<file path="config.mk">
export PLATFORM = sky130hd
export DESIGN_NAME = rss_ctrl
export DESIGN_NICKNAME = d
export VERILOG_FILES = /design/src/rtl/rss_pkg.sv /design/src/rtl/rss_ctrl.sv
export SDC_FILE = /design/constraint.sdc
export NUM_CORES = 1
export LEC_CHECK = 0
export ABC_AREA = 1
export BUFFER_PORTS_ARGS = -buffer_cell sky130_fd_sc_hd__buf_2
export CORE_AREA = 3 3 40 42
export DETAILED_ROUTE_END_ITERATION = 10
export DIE_AREA = 0 0 43 45
export PLACE_DENSITY = 0.55
export SLEW_MARGIN = 20
export SYNTH_ARGS = -nofsm -noshare
export SYNTH_HDL_FRONTEND = slang
export SYNTH_SLANG_ARGS = --single-unit
export TNS_END_PERCENT = 50
</file>
<file path="constraint.sdc">
create_clock -name clk_i -period 2.15 [get_ports clk_i]
set_input_delay 0.3225 -clock clk_i [delete_from_list [all_inputs] [get_ports clk_i]]
set_output_delay 0.3225 -clock clk_i [all_outputs]
set_load 0.005 [all_outputs]
</file>
<file path="src/rtl/rss_pkg.sv">
// shared types, codes and constants for the randomized set block
package rss_pkg;

  localparam int unsigned DEF_CAPACITY = 1024;
  localparam int unsigned VALUE_W      = 32;
  localparam int unsigned COUNT_OUT_W  = 11;

  typedef enum logic [1:0] {
    ACT_INSERT = 2'd0,
    ACT_REMOVE = 2'd1,
    ACT_SAMPLE = 2'd2,
    ACT_NOP    = 2'd3
  } action_e;

  typedef enum logic [2:0] {
    ST_OK      = 3'd0,
    ST_PRESENT = 3'd1,
    ST_ABSENT  = 3'd2,
    ST_FULL    = 3'd3,
    ST_EMPTY   = 3'd4
  } status_e;

  typedef enum logic [2:0] {
    S_IDLE,
    S_SCAN,
    S_DECIDE,
    S_MOVE_RD,
    S_MOVE_WR,
    S_SAMPLE,
    S_SAMP_RD,
    S_RESP
  } state_e;

  typedef struct packed {
    action_e                    action;
    logic signed [VALUE_W-1:0]  value;
    logic [31:0]                random_word;
  } in_word_t;

  typedef struct packed {
    status_e                    status;
    logic signed [VALUE_W-1:0]  sampled_value;
    logic [COUNT_OUT_W-1:0]     member_count;
  } out_word_t;

  // controller to datapath
  typedef struct packed {
    logic    load;
    logic    scan_clr;
    logic    scan_step;
    logic    rd_last;
    logic    wr_ins;
    logic    wr_move;
    logic    dec;
    logic    mul;
    logic    rd_samp;
    logic    set_st;
    status_e st;
    logic    res_load;
  } cmd_t;

  // datapath to controller
  typedef struct packed {
    action_e action;
    logic    scan_done;
    logic    found;
    logic    full;
    logic    empty;
    logic    pos_lt_last;
    logic    out_busy;
  } sts_t;

endpackage

</file>
<file path="src/rtl/rss_ctrl.sv">
// sequencing state machine for the randomized set block
module rss_ctrl
  import rss_pkg::*;
(
  input  logic clk_i,
  input  logic rst_ni,
  input  logic in_valid_i,
  output logic in_ready_o,
  output cmd_t cmd_o,
  input  sts_t sts_i
);

  state_e state_q, state_d;

  // state register
  always_ff @(posedge clk_i or negedge rst_ni) begin
    if (!rst_ni) begin
      state_q <= S_IDLE;
    end else begin
      state_q <= state_d;
    end
  end

  // next state
  always_comb begin
    state_d = state_q;
    case (state_q)
      S_IDLE: begin
        if (in_valid_i) begin
          case (sts_i.action)
            ACT_INSERT: state_d = S_SCAN;
            ACT_REMOVE: state_d = S_SCAN;
            ACT_SAMPLE: state_d = S_SAMPLE;
            default:    state_d = S_RESP;
          endcase
        end
      end
      S_SCAN: begin
        if (sts_i.scan_done) state_d = S_DECIDE;
      end
      S_DECIDE: begin
        if (sts_i.action == ACT_REMOVE && sts_i.found && sts_i.pos_lt_last) begin
          state_d = S_MOVE_RD;
        end else begin
          state_d = S_RESP;
        end
      end
      S_MOVE_RD: state_d = S_MOVE_WR;
      S_MOVE_WR: state_d = S_RESP;
      S_SAMPLE: begin
        state_d = sts_i.empty ? S_RESP : S_SAMP_RD;
      end
      S_SAMP_RD: state_d = S_RESP;
      S_RESP: begin
        if (!sts_i.out_busy) state_d = S_IDLE;
      end
      default: state_d = S_IDLE;
    endcase
  end

  // command outputs
  always_comb begin
    cmd_o      = '0;
    cmd_o.st   = ST_OK;
    in_ready_o = 1'b0;
    case (state_q)
      S_IDLE: begin
        in_ready_o = 1'b1;
        if (in_valid_i) begin
          cmd_o.load     = 1'b1;
          cmd_o.scan_clr = 1'b1;
        end
      end
      S_SCAN: cmd_o.scan_step = 1'b1;
      S_DECIDE: begin
        if (sts_i.action == ACT_INSERT) begin
          if (sts_i.found) begin
            cmd_o.set_st = 1'b1;
            cmd_o.st     = ST_PRESENT;
          end else if (sts_i.full) begin
            cmd_o.set_st = 1'b1;
            cmd_o.st     = ST_FULL;
          end else begin
            cmd_o.wr_ins = 1'b1;
          end
        end else begin
          if (!sts_i.found) begin
            cmd_o.set_st = 1'b1;
            cmd_o.st     = ST_ABSENT;
          end else if (!sts_i.pos_lt_last) begin
            cmd_o.dec = 1'b1;
          end
        end
      end
      S_MOVE_RD: cmd_o.rd_last = 1'b1;
      S_MOVE_WR: begin
        cmd_o.wr_move = 1'b1;
        cmd_o.dec     = 1'b1;
      end
      S_SAMPLE: begin
        if (sts_i.empty) begin
          cmd_o.set_st = 1'b1;
          cmd_o.st     = ST_EMPTY;
        end else begin
          cmd_o.mul = 1'b1;
        end
      end
      S_SAMP_RD: cmd_o.rd_samp = 1'b1;
      S_RESP: begin
        if (!sts_i.out_busy) cmd_o.res_load = 1'b1;
      end
      default: ;
    endcase
  end

endmodule

</file>
# After elaboration in Yosys (flattened, before gate mapping)
# Cells that the tools add are included.
dict set report word_totals {
  ff_bits 3
  latchBits 0
  ram_bits 0
  mem_bits_ro 0
  in_bits 11
  out_inout_bits 15
  elab_cells 52
  n_memories 0
}
dict set report classes {
  n_addsub 0
  mul 0
  div 0
  n_lt_le_gt_ge 0
  eq_ne 12
  shifts 0
  n_mux 32
  bitwise 0
  n_reduce_logical 7
}
# operator n
set op_table {}
lappend op_table {{case mux 3 bit (7 select lines)} 1}
lappend op_table {{two-way mux 4 bit} 5}
lappend op_table {{two-way mux 1 bit} 17}
lappend op_table {{equality test 3 bit, second input constant} 4}
lappend op_table {{two-way mux 3 bit} 4}
lappend op_table {{case mux 4 bit (2 select lines)} 1}
lappend op_table {{equality test 3 x 2 -> 1 bit, second input constant} 2}
lappend op_table {{!= test 2 bit, second input constant} 3}
lappend op_table {{case mux 3 bit (2 select lines)} 1}
lappend op_table {{two-way mux 2 bit} 2}
lappend op_table {{OR reduction 2 bit} 2}
lappend op_table {{equality test 3 x 1 -> 1 bit, second input constant} 1}
lappend op_table {{logical NOT 3 bit} 1}
lappend op_table {{AND reduction 3 bit} 1}
lappend op_table {{equality test 2 x 1 -> 1 bit, second input constant} 1}
lappend op_table {{equality test 2 bit, second input constant} 1}
lappend op_table {{logical AND 1 bit} 2}
lappend op_table {{logical NOT 2 bit} 1}
lappend op_table {{case mux 1 bit (2 select lines)} 1}

# Longest topological paths before layout
dict set report depth {
  ltp_word 5
  depth_mapped 8
  mapped_depth_nobuf 7
}

# Least setup slack after synthesis
# OpenSTA, ideal clock, no wires.
dict set report synth_timing {
  path_type {register to output}
  start {register state_q[1]}
  end {output port cmd_o[13] (netlist name)}
  arrival_ns 1.001
  t_required_ns 1.827
  setup_slack_ns 0.826
  stages_incl_launch_ff 6
  path_buffers 2
  cell_sequence {dfrtp_1 -> buf_6 -> nor2_1 -> nand2_1 -> nor2_1 -> buf_4}
}
# item line_no
set synth_lines {}
lappend synth_lines {{start, declared} rss_ctrl.sv:13} ;# state_e state_q, state_d;
lappend synth_lines {{start signal, assigned} rss_ctrl.sv:20} ;# state_q <= state_d;
lappend synth_lines {{end, declared} rss_ctrl.sv:9} ;# output cmd_t cmd_o,

==> results_dict.tcl <==
set metrics [dict create \
    synth-seq-area-share_pct 20.9 \
    crit_path_max_fanout 6 \
    post_cts_buffers 0 \
    cts_inserted_buffers 3 \
    layout_common_cells "buf_2, nand2_1, nor2_1, inv_1, nand3_1" \
    vias_per_cell 4.32 \
    p_per_area_nw_per_um2 1110 \
    start_util_pct 27.9 \
    cellLeakagePower_nw 0.367 \
    setup_ws_ps 434 \
    cts_buffer_depth 2 \
    holdBufCountCts 1 \
    hold_path_class "input pin to asynchronous set/reset pin" \
    pre_cts_slack_ps 670 \
    worstPathCellList "inv_2 > nand2_1 > nor2_1 > inv_1 > nor3_1 > buf_2" \
    p_sw_mw 0.282 \
    grt_pass1_vias 402 \
    ys_ff_latch 3 \
    crit_arrival_ps 1390 \
    cts_resized 0 \
    cp-start-kind "register" \
    dr.pass1.iters 4 \
    rsz0062_at_grt "no" \
    synth_cell_type_count 13 \
    rows 13 \
    layout.nets 109 \
    ys_warn_count 0 \
    fill_cells 150 \
    chipHeight_um 45 \
    routed_wl_um 960 \
    vias 484 \
    syn_area_per_cell_um2 5.20 \
    num_antenna_cells 0 \
    max_freq_mhz 583 \
    cts_tree "yes" \
    synth_area_leader_cell "dfrtp_1" \
    clkLatencyLatePin_ps 230 \
    slew_headroom_pct 81.7 \
    place_area_um2 484 \
    clockPowerShare_pct 16.5 \
    synth_top_area_share_pct 20.9 \
    overflow 0 \
    grt_max_degree 11 \
    p_comb_share_pct 60.0 \
    tightestPinTransition_ps 273 \
    final_hold_viol_count 0 \
    r2r-start "state_q[1]$_DFFE_PN0P_" \
    syn2layout_area_growth_pct 44.9 \
    swShare_pct 48.7 \
    syn_inst 69 \
    period_minus_slack_ps 1720 \
    fp.dieW_um 43 \
    reg_top3 "state_q x3" \
    clockRootBuffer "clkbuf_4" \
    drtAntennaViolNets 0 \
    skew_ps 3.18 \
    setup_tns_ps 0 \
    wire_per_inst_um 8.57 \
    path_clk_slew_ps 40 \
    critPathLaunch "state_q[0]$_DFFE_PN0P_" \
    drtIter0Drc 9 \
    final_common_cell "buf_2" \
    max_stage_delay_ps 420 \
    grt.total_usage_pct 9.92 \
    drv_slew 0 \
    setup_violations 0 \
    grt_pass1_wl_um 1520 \
    largest-register "state_q" \
    ios 26 \
    syn-num-nets 80 \
    crit_type "register to primary output" \
    hpwlAfterDp_um 811 \
    cell_internal_pwr_mw 0.298 \
    vdd_drop_max_v 0.000347 \
    endpoint_kind "primary output" \
    drc 0 \
    final_area_um2 520 \
    critPathSlowestCell "dfrtp_1" \
    required_ps 1830 \
    postLayoutCoreUtil_pct 40.5 \
    largest_register_ffs 3 \
    gp_congestion 0.787 \
    seqPwrFrac_pct 23.5 \
    htreeDepth 1 \
    drive_above_1_share_pct 30.9 \
    post-route-period-util_pct 79.8 \
    die_area_um2 1940 \
    syn_area_um2 359 \
    maxCapViolCount 0 \
    status "finished clean" \
    synth_area_leaders "dfrtp_1, nand2_1, inv_1, nor2_1, nand3_1" \
    cts.sinks 3 \
    core_area_um2 1280 \
    placement.io_buffers 25 \
    antenna_found_initial 0 \
]
power by group through the flow:
stage                     Combinational (mW)  Clock, mW  Sequential (mW)
after detailed placement               0.350          0            0.137
after global placement                 0.350          0            0.136
after floorplan                        0.264          0            0.117
final                                  0.348     0.0958            0.136
after CTS                              0.355     0.0966            0.136
after global routing                   0.401      0.103            0.142
metal layers:
layer  GRT usage [%]  vias up  part of all wire (%)
met2            17.1       15                    46
met3            1.59        0                   8.5
met4            3.61        0                     0
li1                -      268                     -
met5               0        -                     0
met1            12.6      201                    46
path summary, 6_finish.rpt:
kind | endpoint | cells after the start | slack [ps]
max in group asynchronous | state_q[2]$_DFFE_PN0P_ | 2 | 1620
min reg2reg | state_q[0]$_DFFE_PN0P_ | 2 | 670
min | state_q[1]$_DFFE_PN0P_ | 2 | 420
max | cmd_o[1] | 6 | 430
min in group clk_i | state_q[2]$_DFFE_PN0P_ | 3 | 430
max reg2reg | state_q[2]$_DFFE_PN0P_ | 6 | 930
synth_stat cells:
library cell / instances
nor3_1: 3
nand4_1: 1
nand2_1: 20
o21ai_0: 3
buf_4: 1
inv_1: 13
o21a_1: 1
nor4_1: 1
inv_2: 2
nor2_1: 13
nand3_1: 7
dfrtp_1: 3
buf_6: 1
cells by family after synthesis:
kind of cell | synth area share, %
AO/OA/AOI/OAI | 6.27
AND/OR/NAND/NOR | 51.9
flip-flops | 20.9
buffers and inverters | 20.9
worst max-delay path: cells and delay by family (launching register included):
kind                   cells  cell delay [ps]
buffers and inverters      3              330
DFF                        1              420
and+or+nand+nor            3              420
layout make-up:
cell class | count | area, µm² | share of cell area, %
tap | 15 | 18.8 | 3.61
clock buffer | 4 | 26.3 | 5.05
timing repair buffer | 26 | 135 | 26.0
sequential | 3 | 75.1 | 14.4
multi-input combinational | 49 | 209 | 40.1
inverter | 15 | 56.3 | 10.8
per-stage QoR:
stage | hold slack, ps | std cells | power, mW
6_report | 422 | 112 | 0.580
5_1_grt | 434 | 112 | 0.646
4_1_cts | 417 | 112 | 0.588
3_5_place_dp | 120 | 107 | 0.487
3_3_place_gp | 119 | 107 | 0.486
2_1_floorplan | 26.9 | 69 | 0.381
Power figures use the tool's default switching activity.
